===== config.mk =====
export PLATFORM = sky130hd
export DESIGN_NAME = bounded_list_table_engine
export DESIGN_NICKNAME = d
export VERILOG_FILES = /design/src/hdl/blte_pkg.sv /design/src/hdl/blte_cell.sv /design/src/hdl/bounded_list_table_engine.sv
export VERILOG_INCLUDE_DIRS = /design/src /design/src/hdl
export SDC_FILE = /design/constraint.sdc
export NUM_CORES = 1
export LEC_CHECK = 0
export BUFFER_PORTS_ARGS = -buffer_cell sky130_fd_sc_hd__buf_2
export CORE_MARGIN = 3
export CORE_UTILIZATION = 39
export CTS_CLUSTER_SIZE = 30
export DETAILED_ROUTE_END_ITERATION = 10
export RECOVER_POWER = 25
export SLEW_MARGIN = 20
export SYNTH_ARGS = -nofsm -noshare
export SYNTH_HDL_FRONTEND = slang
export SYNTH_SLANG_ARGS = --single-unit

===== constraint.sdc =====
create_clock -name clk -period 17.8 [get_ports clk]
set_input_delay 5.34 -clock clk [delete_from_list [all_inputs] [get_ports clk]]
set_output_delay 5.34 -clock clk [all_outputs]
set_load 0.02 [all_outputs]

===== src/hdl/bounded_list_table_engine_assert.svh =====
// Assertion macros for the bounded list table engine.
// Included by RTL files that carry concurrent checks; no other dependencies.
`ifndef BOUNDED_LIST_TABLE_ENGINE_ASSERT_SVH
`define BOUNDED_LIST_TABLE_ENGINE_ASSERT_SVH

// Same-cycle implication, disabled during reset.
`define BLTE_ASSERT_IMPL(label, clk, rst, ante, cons) \
  label: assert property (@(posedge clk) disable iff (rst) (ante) |-> (cons)) \
    else $error("blte assertion failed");

// Next-cycle implication, disabled during reset.
`define BLTE_ASSERT_NEXT(label, clk, rst, ante, cons) \
  label: assert property (@(posedge clk) disable iff (rst) (ante) |=> (cons)) \
    else $error("blte assertion failed");

`endif


===== src/hdl/blte_pkg.sv =====
// Shared types and codes for the bounded list table engine.
// No dependencies; used by blte_cell and bounded_list_table_engine.
`timescale 1ns / 1ps

package blte_pkg;

  typedef enum logic [2:0] {
    OP_CLEAR      = 3'd0,
    OP_APPEND     = 3'd1,
    OP_APPEND_UNQ = 3'd2,
    OP_DEL_FIRST  = 3'd3,
    OP_DEL_ALL    = 3'd4,
    OP_INSERT     = 3'd5,
    OP_READ       = 3'd6
  } op_t;

  typedef enum logic [2:0] {
    ST_DONE     = 3'd0,
    ST_FULL     = 3'd1,
    ST_DUP      = 3'd2,
    ST_NOTFOUND = 3'd3,
    ST_RANGE    = 3'd4
  } status_t;

  // What every cell does at the next edge.
  typedef enum logic [1:0] {
    CMD_HOLD   = 2'd0,
    CMD_WRITE  = 2'd1,   // cell at the fill count takes the key
    CMD_DELETE = 2'd2,   // cells from the first match on take the right neighbor
    CMD_INSERT = 2'd3    // sorted insert: shift right from the insert point
  } cell_cmd_t;

  typedef struct packed {
    cell_cmd_t          cmd;
    logic signed [31:0] key;
  } cell_ctl_t;

  // Prefix flags rippling from cell 0 upward.
  typedef struct packed {
    logic eq;   // some lower valid cell equals the key
    logic ge;   // some lower valid cell is not less than the key
  } chain_t;

endpackage


===== src/hdl/blte_cell.sv =====
// One list cell: holds one entry, compares it to the key, shifts with neighbors.
// Depends on blte_pkg.
`timescale 1ns / 1ps

module blte_cell import blte_pkg::*; #(
  parameter int CW  = 4,
  parameter int IDX = 0
) (
  input  logic                clk,
  input  cell_ctl_t           ctl,
  input  logic [CW-1:0]       count,
  input  logic signed [31:0]  left_entry,
  input  logic signed [31:0]  right_entry,
  input  chain_t              chain_in,
  output chain_t              chain_out,
  output logic signed [31:0]  entry
);

  logic valid;
  logic at_end;
  logic eq;
  logic lt;

  assign valid  = CW'(IDX) < count;
  assign at_end = CW'(IDX) == count;
  assign eq     = valid && (entry == ctl.key);
  assign lt     = valid && (entry < ctl.key);

  assign chain_out.eq = chain_in.eq || eq;
  assign chain_out.ge = chain_in.ge || (valid && !lt);

  always_ff @(posedge clk) begin
    unique case (ctl.cmd)
      CMD_HOLD: begin
      end
      CMD_WRITE: begin
        if (at_end) entry <= ctl.key;
      end
      CMD_DELETE: begin
        if (chain_in.eq || eq) entry <= right_entry;
      end
      CMD_INSERT: begin
        if (chain_in.ge) begin
          entry <= left_entry;
        end else if ((valid && !lt) || at_end) begin
          entry <= ctl.key;
        end
      end
    endcase
  end

endmodule


===== src/hdl/bounded_list_table_engine.sv =====
// Bounded list table engine: top level, FSM and a chain of DEPTH blte_cell.
// Depends on blte_pkg, blte_cell and bounded_list_table_engine_assert.svh.
// A request is taken only in S_IDLE and runs in S_EXEC; out_valid is registered when it ends.
// Delete-all removes one match per step; a held result stalls the finish, not those deletes.
// Reset (rst, synchronous): clears fill count, FSM and out_valid; entries are not cleared.
`timescale 1ns / 1ps
`include "bounded_list_table_engine_assert.svh"

module bounded_list_table_engine import blte_pkg::*; #(
  parameter int DEPTH = 8
) (
  input  logic               clk,
  input  logic               rst,
  input  logic               in_valid,
  output logic               in_ready,
  input  logic [2:0]         opcode,
  input  logic signed [31:0] value,
  input  logic [2:0]         read_index,
  output logic               out_valid,
  input  logic               out_ready,
  output logic [2:0]         status,
  output logic [3:0]         fill_count,
  output logic [3:0]         removed,
  output logic signed [31:0] read_value
);

  localparam int CW   = $clog2(DEPTH + 1);       // fill count width
  localparam int RD_N = (DEPTH < 8) ? DEPTH : 8; // entries reachable by read_index
  localparam int IW   = (CW > 3) ? CW : 3;       // common width for index compare

  typedef enum logic [1:0] {
    S_IDLE = 2'b01,
    S_EXEC = 2'b10
  } state_t;

  state_t state, state_next;

  // Request register, loaded on the input transfer.
  op_t                req_op;
  logic signed [31:0] req_value;
  logic [2:0]         req_idx;

  logic [CW-1:0] count, count_next;
  logic [CW-1:0] rm_cnt, rm_cnt_next;   // delete-all tally

  cell_cmd_t          cmd;
  cell_ctl_t          ctl;
  chain_t             chain [DEPTH+1];
  logic signed [31:0] ent   [DEPTH];

  logic               full;
  logic               any_eq;
  logic               slot_free;
  logic               finish;
  status_t            st;
  logic [CW-1:0]      rm_out;
  logic signed [31:0] rd;
  logic               in_range;
  logic [CW+3:0]      cnt_ext;
  logic [CW+3:0]      rm_ext;

  // Chain of cells: prefix flags ripple upward, entries shift either way.
  assign chain[0] = '0;

  for (genvar i = 0; i < DEPTH; i++) begin : g_cell
    logic signed [31:0] left_e;
    logic signed [31:0] right_e;
    if (i == 0) begin : g_first
      assign left_e = ctl.key;
    end else begin : g_mid
      assign left_e = ent[i-1];
    end
    if (i == DEPTH - 1) begin : g_last
      assign right_e = ent[i];
    end else begin : g_inner
      assign right_e = ent[i+1];
    end
    blte_cell #(.CW(CW), .IDX(i)) u_cell (
      .clk         (clk),
      .ctl         (ctl),
      .count       (count),
      .left_entry  (left_e),
      .right_entry (right_e),
      .chain_in    (chain[i]),
      .chain_out   (chain[i+1]),
      .entry       (ent[i])
    );
  end

  assign full      = count >= CW'(DEPTH);
  assign any_eq    = chain[DEPTH].eq;
  assign slot_free = !out_valid || out_ready;
  assign in_ready  = state == S_IDLE;
  assign ctl       = '{cmd: cmd, key: req_value};
  assign in_range  = IW'(req_idx) < IW'(count);

  // Read port: small mux over the entries read_index can reach.
  always_comb begin
    rd = '0;
    for (int k = 0; k < RD_N; k++) begin
      if (req_idx == 3'(k)) rd = ent[k];
    end
  end

  // Execute step: at most one chain command per cycle; delete-all repeats until no match.
  always_comb begin
    cmd         = CMD_HOLD;
    count_next  = count;
    rm_cnt_next = rm_cnt;
    finish      = 1'b0;
    st          = ST_DONE;
    rm_out      = '0;
    if (state == S_EXEC) begin
      unique case (req_op)
        OP_CLEAR: begin
          if (slot_free) begin
            count_next = '0;
            finish     = 1'b1;
          end
        end
        OP_APPEND: begin
          if (slot_free) begin
            finish = 1'b1;
            if (full) begin
              st = ST_FULL;
            end else begin
              cmd        = CMD_WRITE;
              count_next = count + CW'(1);
            end
          end
        end
        OP_APPEND_UNQ: begin
          if (slot_free) begin
            finish = 1'b1;
            if (full) begin
              st = ST_FULL;
            end else if (any_eq) begin
              st = ST_DUP;
            end else begin
              cmd        = CMD_WRITE;
              count_next = count + CW'(1);
            end
          end
        end
        OP_DEL_FIRST: begin
          if (slot_free) begin
            finish = 1'b1;
            if (any_eq) begin
              cmd        = CMD_DELETE;
              count_next = count - CW'(1);
              rm_out     = CW'(1);
            end else begin
              st = ST_NOTFOUND;
            end
          end
        end
        OP_DEL_ALL: begin
          if (any_eq) begin
            cmd         = CMD_DELETE;
            count_next  = count - CW'(1);
            rm_cnt_next = rm_cnt + CW'(1);
          end else if (slot_free) begin
            finish = 1'b1;
            rm_out = rm_cnt;
            st     = (rm_cnt == '0) ? ST_NOTFOUND : ST_DONE;
          end
        end
        OP_INSERT: begin
          if (slot_free) begin
            finish = 1'b1;
            if (full) begin
              st = ST_FULL;
            end else begin
              cmd        = CMD_INSERT;
              count_next = count + CW'(1);
            end
          end
        end
        OP_READ: begin
          if (slot_free) begin
            finish = 1'b1;
            if (!in_range) st = ST_RANGE;
          end
        end
        default: begin
          // unused opcode: no change, status done
          if (slot_free) finish = 1'b1;
        end
      endcase
    end
  end

  always_comb begin
    state_next = state;
    unique case (state)
      S_IDLE: if (in_valid) state_next = S_EXEC;
      S_EXEC: if (finish) state_next = S_IDLE;
      default: state_next = S_IDLE;
    endcase
  end

  // Output counts are the low four bits of the internal counts.
  assign cnt_ext = {4'b0, count_next};
  assign rm_ext  = {4'b0, rm_out};

  always_ff @(posedge clk) begin
    if (rst) begin
      state     <= S_IDLE;
      count     <= '0;
      out_valid <= 1'b0;
    end else begin
      state <= state_next;
      count <= count_next;
      if (finish) begin
        out_valid <= 1'b1;
      end else if (out_ready) begin
        out_valid <= 1'b0;
      end
    end
  end

  // Payload registers.
  always_ff @(posedge clk) begin
    if (in_valid && in_ready) begin
      req_op    <= op_t'(opcode);
      req_value <= value;
      req_idx   <= read_index;
      rm_cnt    <= '0;
    end else begin
      rm_cnt <= rm_cnt_next;
    end
    if (finish) begin
      status     <= st;
      fill_count <= cnt_ext[3:0];
      removed    <= rm_ext[3:0];
      read_value <= (req_op == OP_READ && in_range) ? rd : 32'sd0;
    end
  end

  // Checks
  `BLTE_ASSERT_IMPL(a_count_bound, clk, rst, 1'b1, count <= CW'(DEPTH))
  `BLTE_ASSERT_IMPL(a_full_count, clk, rst, out_valid && status == ST_FULL,
                    fill_count == 4'(DEPTH))
  `BLTE_ASSERT_IMPL(a_removed_done, clk, rst, out_valid && removed != 4'd0,
                    status == ST_DONE)
  `BLTE_ASSERT_NEXT(a_del_step, clk, rst, state == S_EXEC && cmd == CMD_DELETE,
                    count == $past(count) - CW'(1))
  `BLTE_ASSERT_IMPL(a_exec_no_take, clk, rst, state == S_EXEC, !in_ready)

endmodule

Yosys cells after proc, flatten, opt, wreduce, memory -nomap -nowiden
Cells that the tools add are included.
{"block": "word_totals", "register_bits": 348, "latchBits": 0, "mem_bits_rw": 0, "rom_bits": 0, "inputBits": 42, "out_inout_bits": 45, "word_cells": 267, "n_memories": 0}
{"block": "op_classes", "addsub": 3, "multipliers": 0, "div_mod_pow": 0, "magnitude_cmp": 18, "eq_ne": 58, "shifts": 0, "muxes": 94, "bitwise_logic": 0, "n_reduce_logical": 75}
{"cell": "2-to-1 mux 32 bit", "n": 38}
{"cell": "one-hot mux 32 bit (3 select lines)", "n": 7}
{"cell": "equality test 32 bit", "n": 8}
{"cell": "less-than comparator 32 bit", "n": 8}
{"cell": "one-hot mux 32 bit (2 select lines)", "n": 1}
{"cell": "2-to-1 mux 4 bit", "n": 11}
{"cell": "inequality test 2 x 1 -> 1 bit, second input constant", "n": 16}
{"cell": "2-to-1 mux 2 bit", "n": 15}
{"cell": "AND reduction 4 bit", "n": 7}
{"cell": "logical AND 1 bit", "n": 26}
{"cell": "logical OR 1 bit", "n": 22}
{"cell": "equality test 3 bit, second input constant", "n": 7}
{"cell": "one-hot mux 4 bit (5 select lines)", "n": 1}
{"cell": "inequality test 3 x 1 -> 1 bit, second input constant", "n": 6}
{"cell": "equality test 3 x 4 -> 1 bit, first input constant", "n": 4}
{"cell": "less-than comparator 3 x 4 -> 1 bit, first input constant", "n": 4}
{"cell": "one-hot mux 3 bit (5 select lines)", "n": 1}
{"cell": "2-to-1 mux 1 bit", "n": 14}
{"cell": "equality test 3 x 2 -> 1 bit, second input constant", "n": 4}
{"cell": "one-hot mux 2 bit (5 select lines)", "n": 1}
{"cell": "zero test 1 bit", "n": 9}
{"cell": "2-to-1 mux 3 bit", "n": 3}
{"cell": "adder 4 x 1 -> 4 bit, second input constant", "n": 2}
{"cell": "equality test 2 x 4 -> 1 bit, first input constant", "n": 2}
{"cell": "20 further kinds", "n": 31}

Logic depth before layout (Yosys ltp)
Gate-level depths: netlist of run 1.
{"block": "logic_depth", "ltp_word": 17, "depth_mapped": 14, "depth_no_buf": 11}

Modules after synthesis
A second synthesis of run 1 with hierarchy kept.
{"block": "hier_totals", "hier_cells": 2824, "area_unflattened_um2": 26155.1}
{"mod": "bounded_list_table_engine", "instances": 1, "cells_per_inst": 515, "area_each_um2": 5591.6, "seq_area_each_um2": 2652.5}
{"mod": "blte_cell (g_cell[0].u_cell)", "instances": 1, "cells_per_inst": 292, "area_each_um2": 2610.0, "seq_area_each_um2": 960.9}
{"mod": "blte_cell (g_cell[2].u_cell)", "instances": 1, "cells_per_inst": 287, "area_each_um2": 2591.2, "seq_area_each_um2": 960.9}
{"mod": "blte_cell (g_cell[4].u_cell)", "instances": 1, "cells_per_inst": 293, "area_each_um2": 2590.0, "seq_area_each_um2": 960.9}
{"mod": "blte_cell (g_cell[1].u_cell)", "instances": 1, "cells_per_inst": 290, "area_each_um2": 2573.7, "seq_area_each_um2": 960.9}
{"mod": "blte_cell (g_cell[5].u_cell)", "instances": 1, "cells_per_inst": 281, "area_each_um2": 2573.7, "seq_area_each_um2": 960.9}
{"mod": "blte_cell (g_cell[6].u_cell)", "instances": 1, "cells_per_inst": 294, "area_each_um2": 2568.7, "seq_area_each_um2": 960.9}
{"mod": "blte_cell (g_cell[7].u_cell)", "instances": 1, "cells_per_inst": 288, "area_each_um2": 2543.7, "seq_area_each_um2": 960.9}
{"mod": "blte_cell (g_cell[3].u_cell)", "instances": 1, "cells_per_inst": 284, "area_each_um2": 2512.4, "seq_area_each_um2": 960.9}

Worst setup path before layout of run 1
No wires, ideal clock.
{"block": "synth_timing", "path_kind": "in2reg", "startpoint": "input port out_ready", "endpoint": "register g_cell[2].u_cell.entry[0] (enable)", "setup_ns": 0.470, "arrival_ns": 9.064, "required_ns": 17.330, "setup_slack_ns": 8.265, "stages": 7, "n_path_buf": 1, "path_cell_list": "nor2b_1 -> clkbuf_1 -> nor3_1 -> and2_1 -> o21ai_0 -> o21ai_0 -> a21boi_0"}
{"block": "synth_between", "elab_chain_cells": 7, "elab_cells_between_ends": 15, "cone_classes": "eq/ne (6); mux (6); reduce/logical (3)"}
{"element": "start, declared", "line_no": "bounded_list_table_engine.sv:20", "rtl": "input logic out_ready,"}
{"element": "logical OR 1 bit *", "line_no": "bounded_list_table_engine.sv:92", "rtl": "assign slot_free = !out_valid || out_ready;"}
{"element": "2-to-1 mux 2 bit, or another cell as far along", "line_no": "bounded_list_table_engine.sv:169", "rtl": "if (slot_free) begin"}
{"element": "one-hot mux 2 bit (5 select lines) *", "line_no": "bounded_list_table_engine.sv:114", "rtl": "unique case (req_op)"}
{"element": "2-to-1 mux 2 bit *", "line_no": "bounded_list_table_engine.sv:113", "rtl": "if (state == S_EXEC) begin"}
{"element": "equality test 2 bit / equality test 2 x 1 -> 1 bit (equally long branches)", "line_no": "blte_cell.sv:33", "rtl": "unique case (ctl.cmd)"}
{"element": "inequality test 3 x 1 -> 1 bit (no source line), or another cell as far along"}
{"element": "AND reduction 4 bit (no source line) *"}
{"element": "end signal, assigned", "line_no": "blte_cell.sv:37", "rtl": "if (at_end) entry <= ctl.key;"}
{"element": "end signal, assigned", "line_no": "blte_cell.sv:40", "rtl": "if (chain_in.eq || eq) entry <= right_entry;"}
{"element": "end signal, assigned", "line_no": "blte_cell.sv:44", "rtl": "entry <= left_entry;"}
{"element": "end, declared", "line_no": "blte_cell.sv:16", "rtl": "output logic signed [31:0] entry"}
Every way passes the cells marked *; elsewhere a longest branch is shown, timed or not.
A chain may end at the register's enable or synchronous reset.

Worst setup path after layout of run 1
{"block": "layout_timing", "startpoint": "register req_idx[1]", "endpoint": "register read_value[0] (data pin)"}
{"block": "layout_between", "elab_chain_cells": 9, "elab_cells_between_ends": 18, "cone_classes": "order compare (1); eq/ne (7); mux (8); reduce/logical (2)"}
{"element": "start, declared", "line_no": "bounded_list_table_engine.sv:41", "rtl": "logic [2:0] req_idx;"}
{"element": "start signal, assigned", "line_no": "bounded_list_table_engine.sv:227", "rtl": "req_idx <= read_index;"}
{"element": "zero test 3 bit", "line_no": "bounded_list_table_engine.sv:101", "rtl": "if (req_idx == 3'(k)) rd = ent[k];"}
{"element": "2-to-1 mux 32 bit (8 in series)", "line_no": "bounded_list_table_engine.sv:101"}
{"element": "end signal, assigned", "line_no": "bounded_list_table_engine.sv:236", "rtl": "read_value <= (req_op == OP_READ && in_range) ? rd : 32'sd0;"}
{"element": "end, declared", "line_no": "bounded_list_table_engine.sv:24", "rtl": "output logic signed [31:0] read_value"}
Several ways; a longest one is shown, not always the timed one.

==> reports/qor.csv, run 1 <==
metric;value;unit
outcome;complete, but fails checks;
failing checks;max-capacitance violations, max-slew violations;
post-synthesis cell type count;77;
Tightest Pin Transition;6710;ps
initial antenna violation count;0;
DR DRC count;0;
Worst Hold Margin;500;ps
layout net count;2750;
vias per cell;6.60;
pre-CTS WS;8720;ps
min Tclk post-route;9940;ps
Post-Syn Area;24100;um2
Setup TNS;0;ps
Post-DP Area;25400;um2
post-synthesis sequential area ratio;42.9;%
Buffers on Ports;86;
ys flop type;edfxtp_1;
Setup Skew;20.4;ps
crit path cell chain;clkbuf_1, nand2_1, clkbuf_1, inv_1, a22oi_1, nor2_1, a2111oi_1, clkbuf_1;
Hold Buf Count CTS;0;
r2r setup slk;7860;ps
total track usage;28.7;%
CP Capture Type;flip-flop;
final clock period utilization by the worst path;55.9;%
synthesized flop and latch total;348;
layout cell share with drive strength beyond 1;7.19;%
CTS max path bufs;3;
fraction of registers with async set or reset after synthesis;0;%
reg-to-reg endpoint;read_value[0];
Fin. Hold Viols;0;
first-pass GRT wire length;138;mm
number of global-route vias before repair;20700;
H-tree depth;2;
gr ovfl total;0;
Mapped Cells;2410;
worst-case reg-to-reg path depth;8;
Lkg Pwr;10.2;nW
clk root buf;clkbuf_16;
average size of a mapped cell;10.0;um2
Area Overhead vs Synth;10.9;%
Routed WL;94.8;mm
die area;64800;um2
Syn Nets;2717;
TritonRoute pass-1 iters;5;
I/O pins;87;
Die Y;255;um
CTS tree;built;
Starting Density;39.7;%
Critical Path RT;18090;ps
Setup crit start kind;flip-flop;
RSZ-0062 raised after global routing;false;
worst-path fanout max;71;
crit path kind;reg2reg;
end of the critical path;read_value[0];
Post-synth EDFFs;337;
Post-CTS Setup Inserts;0;
maximum VDD drop;0.0623;mV
Clock transition at path regs;60;ps
GPL Wtd Cong;0.975;
num rows;90;
final worst slack;7860;ps
Hold Crit Depth;2;
Core ar.;60700;um2
worst skew pair latency;580;ps
Multi-input gate area;13100;um2
maxcap violations;3;
slowest stage cell, crit path;clkbuf_1;
worst rel slew slack;-347;%
CTS resizes;0;
post-DP HPWL;63.2;mm
pwr/cell area;76.8;nW/um2
fin. max-slew vios;150;
Worst setup startpoint;req_idx[1];
Yosys warning count;0;
Die Width;255;um
CTS Sinks;348;
setup violators final;0;
Crit path top cell by count;clkbuf_1;
type of the tightest min-delay check;reg2reg;
WL/cell;29.1;um
Fmax;0.101;GHz
drt first-iter violations;2593;
final instance area;26700;um2
post-route ant nets;0;
Crit path largest cell delay;4650;ps
Register Area;10300;um2
largest net degree at the start of global routing;83;
total CTS buffers;45;
R2R Path Start;req_idx[1];
Vias;21500;
CP Data Arrival Time;10230;ps
Filler Cell Count;5735;
state kept, by name (all words and copies together) (netlist names):
| register | count |
|---|---|
| count | 4 |
| fill_count | 4 |
| g_cell.left_e | 32 |
| g_cell.u_cell.entry | 256 |
| out_valid | 1 |
| read_value | 32 |
| removed | 4 |
| req_idx | 3 |
| req_op | 3 |
| rm_cnt | 4 |
| state | 2 |
| status | 3 |
routing by layer:
metal | GRT usage (%) | routed length [um] | part of all wire (%) | up-vias
met4 | 10.5 | 3740 | 3.9 | 0
met2 | 44.1 | 41400 | 44 | 1375
met1 | 39.9 | 39400 | 42 | 10400
met3 | 6.09 | 10300 | 11 | 234
li1 | - | - | - | 9466
met5 | 0 | 0 | 0 | -
cell usage after synthesis (4+ instances only):
cell | count | area share [%]
nor3_1 | 28 | 0.58
o21bai_1 | 4 | 0.12
a22oi_1 | 98 | 3.1
and2_1 | 9 | 0.23
edfxtp_1 | 337 | 42
a221o_1 | 64 | 2.7
a21oi_1 | 146 | 3.0
nand4_1 | 64 | 1.7
a31oi_1 | 4 | 0.10
a311oi_1 | 4 | 0.15
or3_1 | 8 | 0.21
o21a_1 | 11 | 0.34
a2111oi_0 | 31 | 1.1
nor2_1 | 109 | 1.7
nand2_1 | 346 | 5.4
dfxtp_1 | 11 | 0.91
xnor2_1 | 4 | 0.15
nor2b_1 | 20 | 0.52
buf_2 | 41 | 0.85
and4_1 | 5 | 0.18
o21ai_0 | 168 | 3.5
a21o_1 | 59 | 1.8
inv_1 | 56 | 0.87
mux2i_1 | 98 | 4.1
and3_1 | 68 | 1.8
nand2b_1 | 10 | 0.26
ha_1 | 265 | 14
a21boi_0 | 8 | 0.25
a221oi_1 | 7 | 0.25
a211oi_1 | 46 | 1.4
nand3_1 | 52 | 1.1
nor4_1 | 15 | 0.39
o211ai_1 | 12 | 0.37
clkbuf_1 | 80 | 1.2
o31ai_1 | 4 | 0.12
a22o_1 | 5 | 0.18
buf_1 | 14 | 0.22
o22ai_1 | 33 | 0.86
a211o_1 | 6 | 0.22
report_power, final:
group          internal [mW]  switching, mW
combinational         0.0842          0.148
clock                  0.521          0.373
sequential             0.910         0.0160
cells in the final DEF (no fill, tap or decap), types with 30 or more instances in the layout:
| cell type | count |
|---|---|
| o21ai_0 | 168 |
| buf_4 | 33 |
| a211oi_1 | 45 |
| a221o_1 | 64 |
| and3_1 | 68 |
| clkbuf_1 | 61 |
| nand2_1 | 346 |
| nor2_1 | 106 |
| buf_2 | 42 |
| inv_1 | 56 |
| a21o_1 | 59 |
| a2111oi_0 | 30 |
| mux2i_1 | 98 |
| clkbuf_16 | 45 |
| ha_1 | 265 |
| a22oi_1 | 98 |
| nand4_1 | 64 |
| o22ai_1 | 33 |
| nand3_1 | 52 |
| edfxtp_1 | 337 |
| a21oi_1 | 144 |
final cells by class:
cell class / count / area share (%)
Timing Repair Buffer: 125 / 2.51
Sequential cell: 348 / 38.7
Clock inverter: 24 / 0.796
Clock buffer: 57 / 4.38
Tap cell: 782 / 3.66
Multi-Input combinational cell: 1865 / 49.1
Antenna cell: 1 / 0.00937
Inverter: 58 / 0.815
metrics by stage:
step	total power [mW]	cells	util [%]
floorplan	1.08	2410	-
global placement	1.16	3177	41.8
detailed placement	1.16	3177	41.8
CTS	2.05	3258	44.1
global route	2.12	3259	44.0
finish	2.05	3260	44.0
critical path, delay by kind of cell, from the launching register on:
kind / cells / cell delay, ps
AND/OR/NAND/NOR: 2 / 2700
flip-flops: 1 / 310
AO/OA/AOI/OAI: 2 / 220
buffers and inverters: 4 / 6340
cells by family after synthesis:
| kind of cell | after synthesis | share of synthesized area (%) |
|---|---|---|
| buf+inv | 197 | 3.39 |
| flops | 348 | 42.9 |
| xor+xnor | 4 | 0.145 |
| fa+ha+maj | 265 | 13.8 |
| simple gates | 756 | 14.9 |
| compound gates | 741 | 20.8 |
| mux | 99 | 4.13 |
worst min path at each step:
stage	endpoint	slack [ps]	from
after floorplan	rm_cnt[2]	460	rm_cnt[2]
after global placement	rm_cnt[2]	480	rm_cnt[2]
after detailed placement	rm_cnt[2]	500	rm_cnt[2]
after CTS	rm_cnt[2]	500	rm_cnt[2]
after global routing	rm_cnt[2]	540	rm_cnt[2]
final	rm_cnt[2]	500	rm_cnt[2]
Note: power is estimated with default switching activity, not from simulation.
==> run 2, diff against run 1 <==
==> constraint.sdc (replaced) <==
create_clock -name clk -period 8.19 [get_ports clk]
set_input_delay 2.457 -clock clk [delete_from_list [all_inputs] [get_ports clk]]
set_output_delay 2.457 -clock clk [all_outputs]
set_load 0.02 [all_outputs]
==> run 2 against run 1 <==
Net effect:
- the run still ends with max-capacitance violations, max-slew violations left
- via count increased by 2.4%
- non-clock buffer count rose by 1
- core utilization increased by 0.14 points
- clock power up 120%
- fmax is 58% higher
- wire length rose by 3.7%
- final area is 0.31% higher
- worst hold slack improved by 8.7 ps
- total power is 120% higher
- count of clock-buffer cells in the layout up 6
- highest routed layer unchanged
==> reports/qor.csv, run 2 (synthesis results as in run 1) <==
metric;value;unit;change
CTS max path bufs;3;;unchanged
worst skew pair latency;600;ps;was 580 ps
maxcap violations;6;;was 3
layout cell share with drive strength beyond 1;6.79;%;was 7.19%
outcome;complete, but fails checks;;unchanged
die area;64800;um2;unchanged
layout net count;2750;;unchanged
clk root buf;clkbuf_16;;unchanged
Routed WL;98.3;mm;was 94.8 mm
Critical Path RT;8430;ps;was 18090 ps
pwr/cell area;168;nW/um2;was 76.8 nW/um2
fin. max-slew vios;144;;was 150
r2r setup slk;1890;ps;was 7860 ps
GPL Wtd Cong;0.970;;was 0.975
CP Capture Type;flip-flop;;unchanged
max FFs per register;256;;unchanged
I/O pins;87;;unchanged
Fin. Hold Viols;0;;unchanged
final worst slack;1890;ps;was 7860 ps
H-tree depth;2;;unchanged
Filler Cell Count;5669;;was 5735
worst rel slew slack;-134;%;was -347%
Core ar.;60700;um2;unchanged
Buffers on Ports;86;;unchanged
WL/cell;30.2;um;was 29.1 um
crit path kind;reg2reg;;unchanged
most flop-heavy register;g_cell.u_cell.entry;;unchanged
setup violators final;0;;unchanged
first-pass GRT wire length;143;mm;was 138 mm
Setup crit start kind;flip-flop;;unchanged
RSZ-0062 raised after global routing;false;;unchanged
post-route ant nets;0;;unchanged
min Tclk post-route;6300;ps;was 9940 ps
CTS tree;built;;unchanged
Lkg Pwr;10.3;nW;was 10.2 nW
pre-CTS WS;1720;ps;was 8720 ps
Setup Skew;29.5;ps;was 20.4 ps
Worst Hold Margin;509;ps;was 500 ps
type of the tightest min-delay check;reg2reg;;unchanged
number of global-route vias before repair;21100;;was 20700
Tightest Pin Transition;3510;ps;was 6710 ps
CTS Sinks;348;;unchanged
num rows;90;;unchanged
Fmax;0.159;GHz;was 0.101 GHz
met2 Resource Use GR;45.1;%;was 44.1%
TritonRoute pass-1 iters;6;;was 5
CTS resizes;0;;unchanged
initial antenna violation count;4;;was 0
GRT Max-Usage Layer;met2;;unchanged
Hold Buf Count CTS;0;;unchanged
met1 Resource Use GR;41.2;%;was 39.9%
gr ovfl total;0;;unchanged
met3 Usage GRT;6.50;%;was 6.09%
Die Width;255;um;unchanged
final clock period utilization by the worst path;76.9;%;was 55.9%
slowest stage cell, crit path;nor2_1;;was clkbuf_1
Clock transition at path regs;60;ps;about the same
Starting Density;39.7;%;unchanged
Post-CTS Setup Inserts;0;;unchanged
drt first-iter violations;3119;;was 2593
commonest cells after routing, fill and taps aside;346 x nand2_1, 337 x edfxtp_1, 265 x ha_1;;unchanged
power consumption;4.49;mW;was 2.05 mW
Setup TNS;0;ps;unchanged
failing checks;max-capacitance violations, max-slew violations;;unchanged
worst-path fanout max;27;;was 71
Crit path largest cell delay;1520;ps;was 4650 ps
Area Overhead vs Synth;11.2;%;was 10.9%
crit path cell chain;inv_1, ha_1, nand4_1, and4bb_1, nand3_1, nand4_1, nor3_1, nor2_1, nor2_1, buf_4;;was clkbuf_1, nand2_1, clkbuf_1, inv_1, a22oi_1, nor2_1, a2111oi_1, clkbuf_1
largest net degree at the start of global routing;75;;was 83
Die Y;255;um;unchanged
maximum VDD drop;0.139;mV;was 0.0623 mV
CP Data Arrival Time;6540;ps;was 10230 ps
Vias;22000;;was 21500
vias per cell;6.76;;was 6.60
commonest non-fill, non-tap cell in the layout;nand2_1;;unchanged
DR DRC count;0;;unchanged
post-DP HPWL;64.3;mm;was 63.2 mm
total CTS buffers;44;;was 45
total track usage;29.8;%;was 28.7%
-- run 2: metal layers --
metal	part of all wire, %	routed length, um
met5	0	0
met4	4.6	4490
met3	11	11100
met2	43	42400
met1	41	40300
-- run 2: final timing paths --
kind / from / endpoint / depth (start not counted)
worst max-delay path: g_cell[0].left_e[26] / read_value[16] / 10
worst min-delay path: rm_cnt[2] / rm_cnt[2] / 2
worst max register to register: g_cell[0].left_e[26] / read_value[16] / 10
worst min register to register: rm_cnt[2] / rm_cnt[2] / 2
-- run 2: worst max-delay path, delay by kind of cell (launching register included) --
family,cells,cell delay (ps)
adders and majority gates,1,340
DFF,1,540
buffers and inverters,2,1070
and+or+nand+nor,7,3920
-- run 2: per-stage QoR --
| stage | instances | utilization [%] | area, um2 |
|---|---|---|---|
| after floorplan | 2410 | - | 24100 |
| after global placement | 3176 | 41.8 | 25400 |
| after detailed placement | 3179 | 42.0 | 25500 |
| after CTS | 3258 | 44.3 | 26900 |
| after global routing | 3258 | 44.2 | 26800 |
| final | 3259 | 44.2 | 26800 |
-- run 2: final cells by class --
cell class	instances	area (um2)	share of cell area, %
Multi-Input combinational cell	1865	13100	48.9
Clock inverter	16	183	0.682
Tap cell	782	978	3.65
Clock buffer	63	1230	4.61
Antenna cell	1	2.50	0.00934
Timing Repair Buffer	126	739	2.76
Inverter	58	218	0.812
Sequential cell	348	10300	38.6
-- run 2: report_power, final --
group          switching, mW  internal (mW)  total (mW)
clock network          0.809           1.17        1.98
registers             0.0320           1.98        2.01
logic                  0.328          0.176       0.504
total                   1.17           3.32        4.49
